===== config.mk =====
export PLATFORM = sky130hd
export DESIGN_NAME = pcg32_random_generator
export DESIGN_NICKNAME = d
export VERILOG_FILES = /design/src/hw/rtl/pcg32_pkg.sv /design/src/hw/rtl/pcg32_random_generator.sv
export SDC_FILE = /design/constraint.sdc
export NUM_CORES = 2
export LEC_CHECK = 0
export ABC_CLOCK_PERIOD_IN_PS = 16750
export BUFFER_PORTS_ARGS = -buffer_cell sky130_fd_sc_hd__buf_2
export CAP_MARGIN = 10
export CORE_AREA = 8 8 348 350
export CTS_CLUSTER_DIAMETER = 120
export DETAILED_ROUTE_END_ITERATION = 16
export DIE_AREA = 0 0 356 358
export GPL_ROUTABILITY_DRIVEN = 1
export PLACE_DENSITY = 0.77
export SLEW_MARGIN = 20
export SYNTH_ARGS = -nofsm -noshare
export SYNTH_HDL_FRONTEND = slang
export SYNTH_SLANG_ARGS = --single-unit

===== constraint.sdc =====
create_clock -name clock -period 16.75 [get_ports clock]
set_input_delay 3.35 -clock clock [delete_from_list [all_inputs] [get_ports clock]]
set_output_delay 3.35 -clock clock [all_outputs]
set_load 0.01 [all_outputs]

===== src/hw/rtl/pcg32_pkg.sv =====
// Shared types and constants for the PCG32 XSH-RR random generator.
package pcg32_pkg;

   localparam int unsigned BoundWidth = 64;
   localparam int unsigned CsrIndexWidth = 4;

   localparam logic [63:0] LcgMult = 64'd6364136223846793005;
   localparam logic [63:0] BoundMask = {64{1'b1}} >> (64 - BoundWidth);
   // State after seeding with seed 0 and stream 0.
   localparam logic [63:0] LcgResetState = 64'd6364136223846793006;
   localparam logic [63:0] IncResetValue = 64'd1;

   localparam logic [CsrIndexWidth-1:0] CsrSeedValue = CsrIndexWidth'(0);
   localparam logic [CsrIndexWidth-1:0] CsrStreamSelect = CsrIndexWidth'(1);

   typedef enum logic [2:0] {
      KIND_RESEED  = 3'd0,
      KIND_DRAW32  = 3'd1,
      KIND_DRAW64  = 3'd2,
      KIND_UNIFORM = 3'd3,
      KIND_BOUNDED = 3'd4
   } kind_type;

   typedef enum logic [2:0] {
      ST_IDLE,
      ST_STEP,
      ST_DIV_LIMIT,
      ST_DIV_MOD,
      ST_FINISH
   } seq_state_type;

   // XSH-RR output permutation of the pre-step state.
   function automatic logic [31:0] xsh_rr(input logic [63:0] prev);
      logic [63:0] xs;
      logic [31:0] mixed;
      logic [4:0]  rot;
      logic [63:0] dbl;
      xs    = (prev >> 18) ^ prev;
      mixed = xs[58:27];
      rot   = prev[63:59];
      dbl   = {mixed, mixed} >> rot;
      return dbl[31:0];
   endfunction

endpackage


===== src/hw/rtl/pcg32_random_generator.sv =====
// PCG32 XSH-RR generator: shared 32x32 multiplier LCG and bit-serial remainder unit.
//
//  channel | ports                                  | dir | handshake
//  --------+----------------------------------------+-----+------------------------
//  req     | req_valid, req_stall, req_kind, req_bound | in  | valid & !stall
//  rsp     | rsp_valid, rsp_stall, rsp_value        | out | valid & !stall
//  csr     | csr_valid, csr_ready, csr_index, csr_wdata | in  | valid & ready
//
// Each LCG step runs the lo*lo, hi*lo and lo*hi partial products on the one 32x32 multiplier; a
// finishing state loads the result. Reseed and 32-bit draws take one LCG step, 64-bit and uniform
// draws two; zero bound and unused kinds go to finish. Bounded draws run a bit-serial remainder for
// the rejection limit, 64-bit draws (again on rejection), a final remainder and the finish. The next
// beat can be accepted in the cycle after the result loads. Reset is synchronous and restores seed 0,
// stream 0. A new beat is taken while a result waits; a stalled result holds only the finishing cycle.
module pcg32_random_generator (
   input  logic                               clock,
   input  logic                               reset,
   input  logic                               req_valid,
   output logic                               req_stall,
   input  logic [2:0]                         req_kind,
   input  logic [63:0]                        req_bound,
   output logic                               rsp_valid,
   input  logic                               rsp_stall,
   output logic [63:0]                        rsp_value,
   input  logic                               csr_valid,
   output logic                               csr_ready,
   input  logic [pcg32_pkg::CsrIndexWidth-1:0] csr_index,
   input  logic [63:0]                        csr_wdata
);
   import pcg32_pkg::*;

   seq_state_type state_ff, state_in;
   logic [63:0] lcg_ff, lcg_in;
   logic [63:0] inc_ff, inc_in;
   logic [63:0] seed_ff;
   logic [62:0] stream_ff;
   logic [63:0] acc_ff, acc_in;
   logic [1:0]  mph_ff, mph_in;
   logic        wsel_ff, wsel_in;
   logic [31:0] hi_ff, hi_in;
   kind_type    kind_ff, kind_in;
   logic [63:0] bound_ff, bound_in;
   logic [63:0] limit_ff, limit_in;
   logic [63:0] num_ff, num_in;
   logic [63:0] rem_ff, rem_in;
   logic [5:0]  cnt_ff, cnt_in;
   logic [63:0] res_ff, res_in;
   logic        rsp_valid_ff, rsp_valid_in;
   logic [63:0] rsp_value_ff, rsp_value_in;

   logic [31:0] mul_a, mul_b;
   logic [63:0] prod;
   logic [63:0] lcg_next;
   logic [31:0] word;
   logic [63:0] draw;
   logic [63:0] req_bound_eff;
   logic [63:0] new_inc;
   logic [64:0] rem_sh;
   logic        rem_ge;

   assign req_stall = (state_ff != ST_IDLE);
   assign csr_ready = 1'b1;
   assign rsp_valid = rsp_valid_ff;
   assign rsp_value = rsp_value_ff;

   assign req_bound_eff = req_bound & BoundMask;
   assign new_inc = {stream_ff, 1'b1};
   assign word = xsh_rr(lcg_ff);
   assign draw = {hi_ff, word};

   always_comb begin
      case (mph_ff)
         2'd0: begin
            mul_a = lcg_ff[31:0];
            mul_b = LcgMult[31:0];
         end
         2'd1: begin
            mul_a = lcg_ff[63:32];
            mul_b = LcgMult[31:0];
         end
         default: begin
            mul_a = lcg_ff[31:0];
            mul_b = LcgMult[63:32];
         end
      endcase
   end

   assign prod = 64'(mul_a) * 64'(mul_b);
   assign lcg_next = acc_ff + {prod[31:0], 32'd0};

   assign rem_sh = {rem_ff, num_ff[63]};
   assign rem_ge = (rem_sh >= {1'b0, bound_ff});

   always_ff @(posedge clock) begin
      if (reset) begin
         state_ff     <= ST_IDLE;
         rsp_valid_ff <= 1'b0;
         lcg_ff       <= LcgResetState;
         inc_ff       <= IncResetValue;
      end else begin
         state_ff     <= state_in;
         rsp_valid_ff <= rsp_valid_in;
         lcg_ff       <= lcg_in;
         inc_ff       <= inc_in;
      end
   end

   always_ff @(posedge clock) begin
      if (reset) begin
         seed_ff   <= 64'd0;
         stream_ff <= 63'd0;
      end else if (csr_valid && csr_ready) begin
         case (csr_index)
            CsrSeedValue:    seed_ff <= csr_wdata;
            CsrStreamSelect: stream_ff <= csr_wdata[62:0];
            default: ;
         endcase
      end
   end

   always_ff @(posedge clock) begin
      acc_ff       <= acc_in;
      mph_ff       <= mph_in;
      wsel_ff      <= wsel_in;
      hi_ff        <= hi_in;
      kind_ff      <= kind_in;
      bound_ff     <= bound_in;
      limit_ff     <= limit_in;
      num_ff       <= num_in;
      rem_ff       <= rem_in;
      cnt_ff       <= cnt_in;
      res_ff       <= res_in;
      rsp_value_ff <= rsp_value_in;
   end

   always_comb begin
      state_in     = state_ff;
      lcg_in       = lcg_ff;
      inc_in       = inc_ff;
      acc_in       = acc_ff;
      mph_in       = mph_ff;
      wsel_in      = wsel_ff;
      hi_in        = hi_ff;
      kind_in      = kind_ff;
      bound_in     = bound_ff;
      limit_in     = limit_ff;
      num_in       = num_ff;
      rem_in       = rem_ff;
      cnt_in       = cnt_ff;
      res_in       = res_ff;
      rsp_valid_in = rsp_valid_ff && rsp_stall;
      rsp_value_in = rsp_value_ff;

      case (state_ff)
         ST_IDLE: begin
            if (req_valid) begin
               kind_in  = kind_type'(req_kind);
               bound_in = req_bound_eff;
               mph_in   = 2'd0;
               wsel_in  = 1'b0;
               case (kind_type'(req_kind))
                  KIND_RESEED: begin
                     lcg_in   = new_inc + seed_ff;
                     inc_in   = new_inc;
                     state_in = ST_STEP;
                  end
                  KIND_DRAW32, KIND_DRAW64, KIND_UNIFORM: begin
                     state_in = ST_STEP;
                  end
                  KIND_BOUNDED: begin
                     if (req_bound_eff == 64'd0) begin
                        res_in   = 64'd0;
                        state_in = ST_FINISH;
                     end else begin
                        num_in   = 64'd0 - req_bound_eff;
                        rem_in   = 64'd0;
                        cnt_in   = 6'd0;
                        state_in = ST_DIV_LIMIT;
                     end
                  end
                  default: begin
                     res_in   = 64'd0;
                     state_in = ST_FINISH;
                  end
               endcase
            end
         end

         ST_STEP: begin
            case (mph_ff)
               2'd0: begin
                  acc_in = prod + inc_ff;
                  mph_in = 2'd1;
               end
               2'd1: begin
                  acc_in = lcg_next;
                  mph_in = 2'd2;
               end
               default: begin
                  lcg_in = lcg_next;
                  mph_in = 2'd0;
                  case (kind_ff)
                     KIND_RESEED: begin
                        res_in   = 64'd0;
                        state_in = ST_FINISH;
                     end
                     KIND_DRAW32: begin
                        res_in   = {32'd0, word};
                        state_in = ST_FINISH;
                     end
                     default: begin
                        if (!wsel_ff) begin
                           hi_in   = word;
                           wsel_in = 1'b1;
                        end else begin
                           wsel_in = 1'b0;
                           if (kind_ff == KIND_UNIFORM) begin
                              res_in   = draw >> 11;
                              state_in = ST_FINISH;
                           end else if (kind_ff == KIND_BOUNDED) begin
                              if (draw >= limit_ff) begin
                                 num_in   = draw;
                                 rem_in   = 64'd0;
                                 cnt_in   = 6'd0;
                                 state_in = ST_DIV_MOD;
                              end
                           end else begin
                              res_in   = draw;
                              state_in = ST_FINISH;
                           end
                        end
                     end
                  endcase
               end
            endcase
         end

         ST_DIV_LIMIT, ST_DIV_MOD: begin
            rem_in = rem_ge ? 64'(rem_sh - {1'b0, bound_ff}) : rem_sh[63:0];
            num_in = num_ff << 1;
            cnt_in = cnt_ff + 6'd1;
            if (cnt_ff == 6'd63) begin
               if (state_ff == ST_DIV_LIMIT) begin
                  limit_in = rem_in;
                  mph_in   = 2'd0;
                  wsel_in  = 1'b0;
                  state_in = ST_STEP;
               end else begin
                  res_in   = rem_in;
                  state_in = ST_FINISH;
               end
            end
         end

         ST_FINISH: begin
            if (!rsp_valid_ff || !rsp_stall) begin
               rsp_valid_in = 1'b1;
               rsp_value_in = res_ff;
               state_in     = ST_IDLE;
            end
         end

         default: begin
            state_in = ST_IDLE;
         end
      endcase
   end

   a_inc_odd: assert property (@(posedge clock) disable iff (reset) inc_ff[0])
      else $error("stream increment lost its low bit");

   a_rem_below_bound: assert property (@(posedge clock) disable iff (reset)
      (state_ff == ST_DIV_LIMIT || state_ff == ST_DIV_MOD) |-> (rem_ff < bound_ff))
      else $error("partial remainder not below divisor");

   a_div_starts_clean: assert property (@(posedge clock) disable iff (reset)
      (state_ff == ST_IDLE && state_in == ST_DIV_LIMIT) |=> (cnt_ff == 6'd0 && rem_ff == 64'd0))
      else $error("remainder unit not cleared at start");

   a_bounded_result: assert property (@(posedge clock) disable iff (reset)
      (state_ff == ST_FINISH && kind_ff == KIND_BOUNDED && bound_ff != 64'd0)
         |-> (res_ff < bound_ff))
      else $error("bounded draw out of range");

   a_rsp_load_frees: assert property (@(posedge clock) disable iff (reset)
      (state_ff == ST_FINISH && state_in == ST_IDLE) |=> (rsp_valid_ff && !req_stall))
      else $error("result load did not release the sequencer");

endmodule

==> metrics.txt <==
Core ar.=115400 sq um; WP buf/inv=6; TritonCTS Buffers=85; setup repair after global routing missed its margin=false; Max Fclk=0.07879 GHz; commonest cells after routing, fill and taps aside=997 x inv_1, 820 x nand2_1, 714 x ha_1; total track usage=34.40%; share of cells above drive strength 1=6.993%; fin crit period=12.69 ns; cell count after synthesis=7422; hold buffer count at cts=0; setup TNS=0 ns; fill cell count=9632; Routed wire per std cell=24.53 um; residual DRC count=0; Netlist Area Pre-Place=68600 sq um; CP Capture Type=flop; post-synth top area share=21.54%; initial core utilization=59.44%; Layout Nets=8892; largest net degree at the start of global routing=139; mux cell area share after synthesis=3.046%; GP Congestion=1.035; clock sinks=750; number of port buffers=205; htree depth=3; Syn. warnings=0; first-pass GRT wire length=337000 um; Slew Limit Fails=0; Worst path slowest cell=a2111oi_1; Via density=6.197; sequential-to-total area share from yosys stat=29.06%; Max clock buf depth=3; most common cell after layout, fill and taps aside=inv_1; Final Hold Viols=0; Critical Path Max Stage Delay=0.76 ns; CP delay by family, top=adder cells; post-cts resize count=0; chip height=358 um; Area Growth Syn to Fin=7.769%; worst min-delay path class=flop to flop; Synth Area in Compound Gates=15.16%; clk_skew=0.05101 ns; drt pass-1 iters=8; status=completed; Die Wd=356 um; part of the cycle the worst path needs=75.78%; count of cell types in the netlist=96; Final ANT Viol Nets=0; largest area contributor in the netlist=edfxtp_1; vias in the first global route=55978; Post-synth EDFFs=492; Yosys reg bits=750; largest cells by area after synthesis=edfxtp_1 22%, fa_1 16%, ha_1 13%; Post-Synth Simple-Gate Area=12.09%; XOR/XNOR share of the synthesized area=4.673%; antenna violations before repair=6; IO Pins=207; Most used DFF post-synth=edfxtp_1; Final Routed Wirelength=223100 um; Worst EP required=17.13 ns; post-synthesis adder-cell area fraction=28.69%; Critical Path Source Type=flop; die area=127400 sq um; fraction of registers with async set/reset=0%; CTS root buffer=clkbuf_16; main combinational cell family by area after synthesis=adder cells; post-CTS setup buffer count=0; CTS tree=yes; Clock Latency Late Sink=0.69 ns; Max-Cap Viols=0; most numerous cell on the critical path=fa_1; clock slew at reported path FFs=0.06 ns; Worst Path Arrival=13.07 ns; 1st-iter DRT viols=5586; CP max FO=138; Cell Rows=125; Avg Inst Size Synth=9.243 sq um; total number of vias=56365; DP Wirelength=178700 um; Worst Tran Pin Value=1.168 ns; Max-slew headroom=21.48%; CP Class=flop to flop; grt total ovfl=0; # setup viols final=0
[flip-flops by register name, indices dropped and copies added (netlist names)]
register / cells
state_ff: 3
limit_ff: 64
kind_ff: 3
acc_ff: 64
hi_ff: 32
bound_ff: 64
inc_ff: 63
rsp_value: 64
num_ff: 64
mph_ff: 2
lcg_ff: 64
cnt_ff: 6
res_ff: 64
seed_ff: 64
rsp_valid: 1
rem_ff: 64
stream_ff: 63
wsel_ff: 1
[synth_stat cells (9+ instances only)]
master,instances
or2_2,22
o21a_1,29
o21ai_0,341
xor2_1,157
buf_1,29
o21bai_1,52
nand4_1,81
edfxtp_1,492
a221o_1,24
o211ai_1,39
nand2b_1,49
a211o_1,11
nor4_1,32
and2_1,38
a21oi_1,608
a31o_2,9
a211oi_1,49
fa_1,537
o22ai_1,32
and3_1,29
a21o_1,199
nand2_1,822
or4_1,14
o221ai_1,23
nor2b_1,37
buf_2,13
a221oi_1,15
a31oi_1,49
xnor2_1,209
a21boi_0,13
nor2_1,494
ha_1,714
nand3_1,68
nor3_1,104
mux2_2,32
clkbuf_1,272
mux2i_1,166
a311oi_1,20
or3_1,18
inv_1,998
a22oi_1,54
o31ai_1,23
dfxtp_1,258
o31a_1,9
[metal layers]
metal / share of wire, % / routed length, um / track usage, % / vias to the layer above
li1: - / - / - / 25565
met1: 38 / 85880 / 43.39 / 27312
met2: 46 / 102500 / 55.98 / 2787
met3: 8.1 / 18000 / 5.198 / 699
met4: 7.5 / 16720 / 20.88 / 2
met5: 0.0040 / 9 / 0 / -
[kinds of logic (layout without fill, tap and decap cells)]
| group | count (synthesis) | after routing |
|---|---|---|
| buffers and inverters | 1321 | 1434 |
| AND/OR/NAND/NOR | 1857 | 1857 |
| flip-flops | 750 | 750 |
| adder cells (fa/ha/maj) | 1251 | 1251 |
| multiplexers | 201 | 201 |
| AO/OA/AOI/OAI | 1674 | 1674 |
| other | 2 | 38 |
| XOR/XNOR | 366 | 366 |
[cell type report]
cell class	count	area [sq um]	share of cell area, %
tap	1524	1907	2.579
multi-input combinational	5381	43940	59.43
timing repair buffer	279	1613	2.181
clock buffer	111	2354	3.183
inverter	1004	3769	5.097
sequential	750	19940	26.97
clock inverter	40	395.4	0.5348
antenna	6	15.01	0.02031
[worst register-to-register path, delay by kind of cell, from the launching register on]
kind | cells | cell delay, ns
fa+ha+maj | 10 | 4.24
compound gates | 9 | 3.29
simple gates | 9 | 2.71
buf+inv | 6 | 1.19
flops | 1 | 0.45
xor+xnor | 2 | 0.45
mux | 1 | 0.08
[path summary, 6_finish.rpt]
check / slack (ns) / endpoint / startpoint / cells after the start
worst max-delay path: 4.06 / acc_ff[63] / mph_ff[1] / 37
worst min-delay path: 0.41 / rsp_value[21] / res_ff[21] / 0
worst max register to register: 4.06 / acc_ff[63] / mph_ff[1] / 37
worst min register to register: 0.41 / rsp_value[21] / res_ff[21] / 0
[per-stage QoR]
stage	std cells	util (%)	setup WS [ns]	hold slack (ns)	instance area (sq um)
final	9095	64.05	4.058	0.4119	73930
after global routing	9090	64.04	3.404	0.4218	73920
after CTS	9089	64.03	4.128	0.4049	73900
after detailed placement	8938	61.65	4.165	0.4045	71150
after global placement	8938	61.65	4.522	0.4007	71150
after floorplan	7452	-	2.107	0.4003	68720
Power is left out: the tool's default activity adds up to more than one toggle a clock period on the data nets, which glitch-free logic cannot reach.
